==> config.mk <==
export PLATFORM = sky130hd
export DESIGN_NAME = mtpl_ctrl
export DESIGN_NICKNAME = d
export VERILOG_FILES = /design/src/mtpl_pkg.sv /design/src/mtpl_ctrl.sv
export SDC_FILE = /design/constraint.sdc
export NUM_CORES = 1
export LEC_CHECK = 0
export BUFFER_PORTS_ARGS = -buffer_cell sky130_fd_sc_hd__buf_2
export CORE_AREA = 2 2 39 41
export CTS_CLUSTER_DIAMETER = 120
export DETAILED_ROUTE_END_ITERATION = 8
export DIE_AREA = 0 0 41 43
export RECOVER_POWER = 100
export SLEW_MARGIN = 20
export SYNTH_ARGS = -nofsm -noshare
export SYNTH_HDL_FRONTEND = slang
export SYNTH_SLANG_ARGS = --single-unit
==> constraint.sdc <==
create_clock -name clk_i -period 1.46 [get_ports clk_i]
set_input_delay 0 -clock clk_i [delete_from_list [all_inputs] [get_ports clk_i]]
set_output_delay 0 -clock clk_i [all_outputs]
set_load 0.01 [all_outputs]
==> src/mtpl_pkg.sv <==
// ----------------------------------------------------------------------------
// mtpl_pkg
// Shared types and constants for the multibit trie prefix lookup engine:
// operation codes, state encoding and the controller/datapath interface.
// ----------------------------------------------------------------------------
package mtpl_pkg;

  localparam int unsigned DATA_W   = 32;
  localparam int unsigned LEAF_BIT = 0;

  typedef enum logic {
    OP_LOOKUP = 1'b0,
    OP_WRITE  = 1'b1
  } mtpl_op_e;

  typedef enum logic [1:0] {
    ST_IDLE = 2'd0,
    ST_L1   = 2'd1,
    ST_L2   = 2'd2,
    ST_L3   = 2'd3
  } mtpl_state_e;

  // Source of the table address for the current cycle.
  typedef enum logic [1:0] {
    ASEL_WRITE = 2'd0,
    ASEL_ROOT  = 2'd1,
    ASEL_MID   = 2'd2,
    ASEL_LAST  = 2'd3
  } mtpl_addr_sel_e;

  typedef struct packed {
    logic           rd_en;
    logic           wr_en;
    logic           key_load;
    logic           load_out;
    mtpl_addr_sel_e addr_sel;
  } mtpl_cmd_t;

  typedef struct packed {
    logic leaf;
    logic out_busy;
  } mtpl_sts_t;

endpackage

==> src/mtpl_ctrl.sv <==
// ----------------------------------------------------------------------------
// mtpl_ctrl
// Controller: sequences the up to three dependent table reads of a lookup
// and the one-cycle write strobe, and hands results to the output register.
// ----------------------------------------------------------------------------
module mtpl_ctrl (
  input  logic                  clk_i,
  input  logic                  rst_ni,
  input  logic                  in_valid_i,
  output logic                  in_ready_o,
  input  logic                  op_i,
  input  mtpl_pkg::mtpl_sts_t   sts_i,
  output mtpl_pkg::mtpl_cmd_t   cmd_o
);

  mtpl_pkg::mtpl_state_e state_q;
  mtpl_pkg::mtpl_state_e state_d;

  always_ff @(posedge clk_i or negedge rst_ni) begin
    if (!rst_ni) begin
      state_q <= mtpl_pkg::ST_IDLE;
    end else begin
      state_q <= state_d;
    end
  end

  // Next state
  always_comb begin
    state_d = state_q;
    case (state_q)
      mtpl_pkg::ST_IDLE: begin
        if (in_valid_i && op_i == mtpl_pkg::OP_LOOKUP) begin
          state_d = mtpl_pkg::ST_L1;
        end
      end
      mtpl_pkg::ST_L1: begin
        if (!sts_i.leaf) begin
          state_d = mtpl_pkg::ST_L2;
        end else if (!sts_i.out_busy) begin
          state_d = mtpl_pkg::ST_IDLE;
        end
      end
      mtpl_pkg::ST_L2: begin
        if (!sts_i.leaf) begin
          state_d = mtpl_pkg::ST_L3;
        end else if (!sts_i.out_busy) begin
          state_d = mtpl_pkg::ST_IDLE;
        end
      end
      mtpl_pkg::ST_L3: begin
        if (!sts_i.out_busy) begin
          state_d = mtpl_pkg::ST_IDLE;
        end
      end
      default: state_d = mtpl_pkg::ST_IDLE;
    endcase
  end

  // Outputs
  always_comb begin
    in_ready_o     = 1'b0;
    cmd_o          = '0;
    cmd_o.addr_sel = mtpl_pkg::ASEL_WRITE;
    case (state_q)
      mtpl_pkg::ST_IDLE: begin
        in_ready_o = 1'b1;
        if (in_valid_i) begin
          if (op_i == mtpl_pkg::OP_WRITE) begin
            cmd_o.wr_en = 1'b1;
          end else begin
            cmd_o.rd_en    = 1'b1;
            cmd_o.key_load = 1'b1;
            cmd_o.addr_sel = mtpl_pkg::ASEL_ROOT;
          end
        end
      end
      mtpl_pkg::ST_L1: begin
        if (!sts_i.leaf) begin
          cmd_o.rd_en    = 1'b1;
          cmd_o.addr_sel = mtpl_pkg::ASEL_MID;
        end else begin
          cmd_o.load_out = !sts_i.out_busy;
        end
      end
      mtpl_pkg::ST_L2: begin
        if (!sts_i.leaf) begin
          cmd_o.rd_en    = 1'b1;
          cmd_o.addr_sel = mtpl_pkg::ASEL_LAST;
        end else begin
          cmd_o.load_out = !sts_i.out_busy;
        end
      end
      mtpl_pkg::ST_L3: begin
        cmd_o.load_out = !sts_i.out_busy;
      end
      default: begin
        in_ready_o = 1'b0;
      end
    endcase
  end

  a_one_port: assert property (@(posedge clk_i) disable iff (!rst_ni)
    !(cmd_o.rd_en && cmd_o.wr_en))
    else $error("table read and write issued in the same cycle");

  a_load_free: assert property (@(posedge clk_i) disable iff (!rst_ni)
    cmd_o.load_out |-> !sts_i.out_busy)
    else $error("result loaded while output register still full");

  a_lookup_start: assert property (@(posedge clk_i) disable iff (!rst_ni)
    (state_q == mtpl_pkg::ST_IDLE && in_valid_i && op_i == mtpl_pkg::OP_LOOKUP)
    |=> state_q == mtpl_pkg::ST_L1)
    else $error("accepted lookup did not start the root read");

  a_last_done: assert property (@(posedge clk_i) disable iff (!rst_ni)
    (state_q == mtpl_pkg::ST_L3 && !sts_i.out_busy) |=> state_q == mtpl_pkg::ST_IDLE)
    else $error("third-level result not retired");

endmodule
== Word level (Yosys, flattened, before mapping) ==
Index checks and enable logic that the tools add are counted.
Cells by class
  equality and inequality tests: 4
  mux-type cells: 19
  bitwise logic cells: 1
  reductions and logical operators: 4
Operators by type and width (number)
  $mux W2: 7
  $pmux W2 S4: 1
  $mux W1: 7
  $pmux W2 S3: 1
  $eq A2 B2 Y1 const B: 2
  $pmux W1 S2: 2
  $mux W3: 1
  $eq A2 B1 Y1 const B: 1
  $logic_not A2 Y1: 1
  $ne A2 B2 Y1 const B: 1
  $reduce_or A2 Y1: 1
  $logic_and A1 B1 Y1: 1
  $logic_not A1 Y1: 1
  $not A1 Y1: 1
Storage, ports and cells
  flip-flop bits (word level): 2
  input port bits: 6
  output and inout port bits: 7
  word-level logic and storage cells: 29

== Longest topological paths before layout ==
  depth after elaboration: 4
  gate-level depth with buffers: 5
  gate-level depth less buffers: 5

== Worst setup path before layout ==
OpenSTA, ideal clock, no wires.
  path kind: flip-flop to output port
  from: register state_q[0]
  to: output port cmd_o[0] (netlist name)
  arrival: 1.326 ns
  data required time: 1.460 ns
  path slack: 0.134 ns
  stages on the path, launching flop included: 6
  path buffers: 0
  cells stage by stage: dfrtp_1 inv_1 ha_1 nand2_1 or2_1 a21oi_1
RTL lines
  start: declaration: line mtpl_ctrl.sv:16  | mtpl_pkg::mtpl_state_e state_q;
  start signal: assignment: line mtpl_ctrl.sv:21  | state_q <= mtpl_pkg::ST_IDLE;
  start signal: assignment: line mtpl_ctrl.sv:23  | state_q <= state_d;
  end: declaration: line mtpl_ctrl.sv:13  | output mtpl_pkg::mtpl_cmd_t cmd_o

==> qor.log <==
[timing] number of hold violations in the final report 0
[power] Clock power frac 0.156
[floorplan] initial core utilization 0.193
[power] sequential group share of total power 0.119
[worst_setup_path] buffer and inverter count on the worst path 4
[floorplan] die outline area 0.00176 mm²
[cts] Sinks on Clock Net 2
[layout] proportion of layout cells with a drive suffix above 1 0.547
[layout] max FFs per register 2
[synth] warning count from the yosys run 0
[timing] unrepaired setup endpoints after global routing true
[synth] Syn Nets 43
[layout] number of inserted diodes 0
[power] internal power consumption 462 µW
[routing] DRC errors left 0
[floorplan] die outline width 41 µm
[min_path] worst min-delay path class input pin to register
[worst_setup_path] endpoint required time on the critical path 1.46 ns
[timing] worst slew margin relative to its limit 0.862
[worst_setup_path] Critical Setup Path Class register to primary output
[timing] maximum achievable frequency 696 MHz
[layout] final standard cell utilization of the core 0.326
[power] part of the total power dissipated in combinational logic 0.725
[worst_setup_path] data arrival time of the critical path 1.44 ns
[worst_setup_path] beginning of the worst register-to-register path state_q[1]
[worst_setup_path] slowest stage cell on the critical path sky130_fd_sc_hd__dfrtp_1
[worst_setup_path] Worst Reg2Reg Path Length in Cells 6
[timing] final setup violating endpoints 0
[power] power consumption 810 µW
[cts] number of buffers inserted during clock tree synthesis 3
[power] cell leakage power 0.227 nW
[timing] final setup slack of the worst path 0.0227 ns
[synth] multiplexer area fraction after synthesis 0
[synth] area of the mapped netlist 267 µm²
[cts] CTS max path bufs 2
[global_routing] largest net degree at the start of global routing 7
[layout] nets 66
[global_routing] Total Routing Usage GR 0.0972
[synth] dominant combinational cell family by area after synthesis simple AND/OR/NAND/NOR gates
[worst_setup_path] largest fanout on the critical path 6
[synth] Distinct cells, synth 17
[timing] time the final worst path needs with I/O delays and setup 1.44 ns
[floorplan] die span in y 43 µm
[timing] Worst Clk Skew 0.000844 ns
[timing] Slew Viols, Final 0
[worst_setup_path] total number of cells along the worst setup path 6
[cts] TritonCTS clock tree yes
[global_routing] grt met3 use 0.0157
[routing] Wirelength per Cell 11.0 µm
[floorplan] Std-Cell Rows 14
[global_routing] met2 GRT Util 0.141
[synth] most used flip-flop cell after synthesis sky130_fd_sc_hd__dfrtp_1
[synth] list of most frequent post-synthesis cells 5 x sky130_fd_sc_hd__ha_1, 4 x sky130_fd_sc_hd__inv_1, 4 x sky130_fd_sc_hd__nand3_1, 3 x sky130_fd_sc_hd__a21oi_1
[worst_setup_path] worst setup path endpoint cmd_o[2]
[synth] post-synth top area share 0.235
[layout] Final Non-Filler Cells 69
[worst_setup_path] critical path launch point state_q[1]
[worst_setup_path] kind of start point of the critical path register
[cts] clk root buf sky130_fd_sc_hd__clkbuf_4
[worst_setup_path] most prevalent standard cell on the critical path sky130_fd_sc_hd__buf_4
[global_routing] met1 capacity usage during global routing 0.115
[cts] clock-pin slew on the worst setup and hold paths 0.03 ns
[layout] largest reg by FF count state_q
[routing] Via density 4.68
[global_routing] vias in the first global route 315
[placed_design] Detail Placement HPWL 513 µm
[routing] drt pass-1 iters 4
[worst_setup_path] slack of the worst reg-to-reg path 0.08 ns
[floorplan] standard cell core area 0.00138 mm²
[synth] proportion of synthesized flip-flops having asynchronous set or reset 1.00
[global_routing] antenna violations before repair 0
[synth] simple-gate area share of the yosys netlist 0.291
[synth] number of flip-flops and latches in the synthesized netlist 2
[placed_design] number of port buffers 12
[cts] later-pin clock latency in the skew report 0.23 ns
[power] switching part of the total 0.429
[routing] number of antenna-violating nets in the routed design 0
[placed_design] placer congestion estimate 0.842
[synth] number of cells produced by synthesis 32
[worst_setup_path] CP endpoint kind primary output
[placed_design] minimum setup slack after placement 0.0730 ns
[routing] iteration-0 DRC count of the detailed router 4
[timing] Sum Neg Setup Slack 0 ns
[synth] Yosys top cell by area sky130_fd_sc_hd__ha_1
[cts] H-tree Lvls 1
[power] switching power total 348 µW
[min_path] cell depth of the worst min-delay path 3
[routing] number of vias in the routed layout 323
[flow_run] maximum capacitance violations 0
[layout] Layout area overhead 69.5%
[timing] Worst Tran Pin Value 0.206 ns
[global_routing] final global-route overflow total 0
[worst_setup_path] Crit Reg-Reg Endpoint state_q[1]
[synth] post-synthesis area per instance 8.33 µm²
[floorplan] I/O pin count 13
[power] Power Dens Cells 1790 mW/mm²
[synth] area share of fa/ha/maj cells after synthesis 0.235
[placed_design] placed cells 61
[timing] share of the clock period used by the worst path 0.984
[synth] sequential cell area fraction in the yosys report 0.188
[power] highest ir drop seen on vdd 0.430 mV
[synth] most frequent cell after synthesis sky130_fd_sc_hd__ha_1
[synth] parity-gate share of the synthesized area counting xor and xnor cells 0
[routing] aggregate routed wire length 761 µm
[synth] leading post-synthesis cells by cell area sky130_fd_sc_hd__ha_1 23%, sky130_fd_sc_hd__dfrtp_1 19%, sky130_fd_sc_hd__nand3_1 7.5%
[synth] synthesized-area fraction occupied by ao, oa, aoi and oai cells 0.230
[global_routing] layer with the highest usage met2
[worst_setup_path] Worst path top cell family by delay buffers and inverters
[run_status] status finished clean
[layout] biggest registers after layout state_q: 2 flops
[global_routing] first-pass GRT wire length 1.15 mm
[worst_setup_path] critical-path cell list inv_2, ha_4, buf_4, buf_4, nor3_1, buf_2
[synth] count of flip-flops with a built-in enable after synthesis 0
[worst_setup_path] maximum single-stage delay on the critical path 0.36 ns
stage by stage:
stage,hold WS [ns],cell area (µm²)
3_5_place_dp,-0.213,354
6_report,0.0821,452
4_1_cts,0.0601,404
2_1_floorplan,-0.296,267
3_3_place_gp,-0.214,354
5_1_grt,0.101,452
cell usage in the layout (no fill, tap or decap), types with 2 or more instances in the layout:
cell type	n
sky130_fd_sc_hd__clkbuf_4	3
sky130_fd_sc_hd__nor3_1	2
sky130_fd_sc_hd__ha_1	3
sky130_fd_sc_hd__a21oi_1	2
sky130_fd_sc_hd__dfrtp_1	2
sky130_fd_sc_hd__clkbuf_1	2
sky130_fd_sc_hd__buf_4	5
sky130_fd_sc_hd__inv_2	2
sky130_fd_sc_hd__buf_2	9
sky130_fd_sc_hd__nand2b_1	2
sky130_fd_sc_hd__nand3_1	4
sky130_fd_sc_hd__inv_1	2
worst min-delay path by stage:
stage	slack [ns]	startpoint	end
4_1_cts	0.06	sts_i[0]	state_q[0]
3_5_place_dp	-0.21	rst_ni	state_q[0]
3_3_place_gp	-0.21	rst_ni	state_q[0]
5_1_grt	0.10	sts_i[0]	state_q[0]
6_report	0.08	sts_i[0]	state_q[0]
2_1_floorplan	-0.30	rst_ni	state_q[0]
layout make-up:
class | instances | area, µm²
repair buffers | 18 | 111
inverters | 4 | 15.0
multi-input cells | 26 | 233
clock buffers | 3 | 22.5
fillers | 146 | 932
flip-flops and latches | 2 | 50.0
well taps | 16 | 20.0
kinds of logic after synthesis:
logic type                 Yosys count
buffers and inverters                4
AOI/OAI and AO/OA                    8
adders and majority gates            5
DFF                                  2
and+or+nand+nor                     13
layer usage:
| metal | wire (µm) | vias up |
|---|---|---|
| li1 | - | 159 |
| met1 | 318 | 153 |
| met2 | 395 | 9 |
| met3 | 31 | 2 |
| met4 | 16 | 0 |
| met5 | 0 | - |
power by group through the flow:
| stage | Clock, mW | Combinational (mW) | Sequential [mW] |
|---|---|---|---|
| 4_1_cts | 0.130 | 0.487 | 0.0958 |
| 3_3_place_gp | 0 | 0.425 | 0.108 |
| 6_report | 0.126 | 0.587 | 0.0966 |
| 3_5_place_dp | 0 | 0.424 | 0.108 |
| 5_1_grt | 0.134 | 0.646 | 0.0990 |
| 2_1_floorplan | 0 | 0.290 | 0.0995 |
repair_timing:
action / in CTS / in global routing
endpoints found under the setup margin: 4 / 4
setup buffers: 2 / 2
pin swaps: 0 / 4
hold endpoints to repair: 2 / 0
hold buffers: 1 / 0
gates resized for setup: 3 / 8
worst reg2reg max path, cell delays in order (launching register included):
cell	delay (ns)
sky130_fd_sc_hd__dfrtp_1	0.36
sky130_fd_sc_hd__inv_2	0.08
sky130_fd_sc_hd__ha_4	0.17
sky130_fd_sc_hd__buf_4	0.13
sky130_fd_sc_hd__buf_4	0.12
sky130_fd_sc_hd__a2111o_1	0.35
sky130_fd_sc_hd__o211ai_1	0.09
Power figures use the tool's default switching activity.
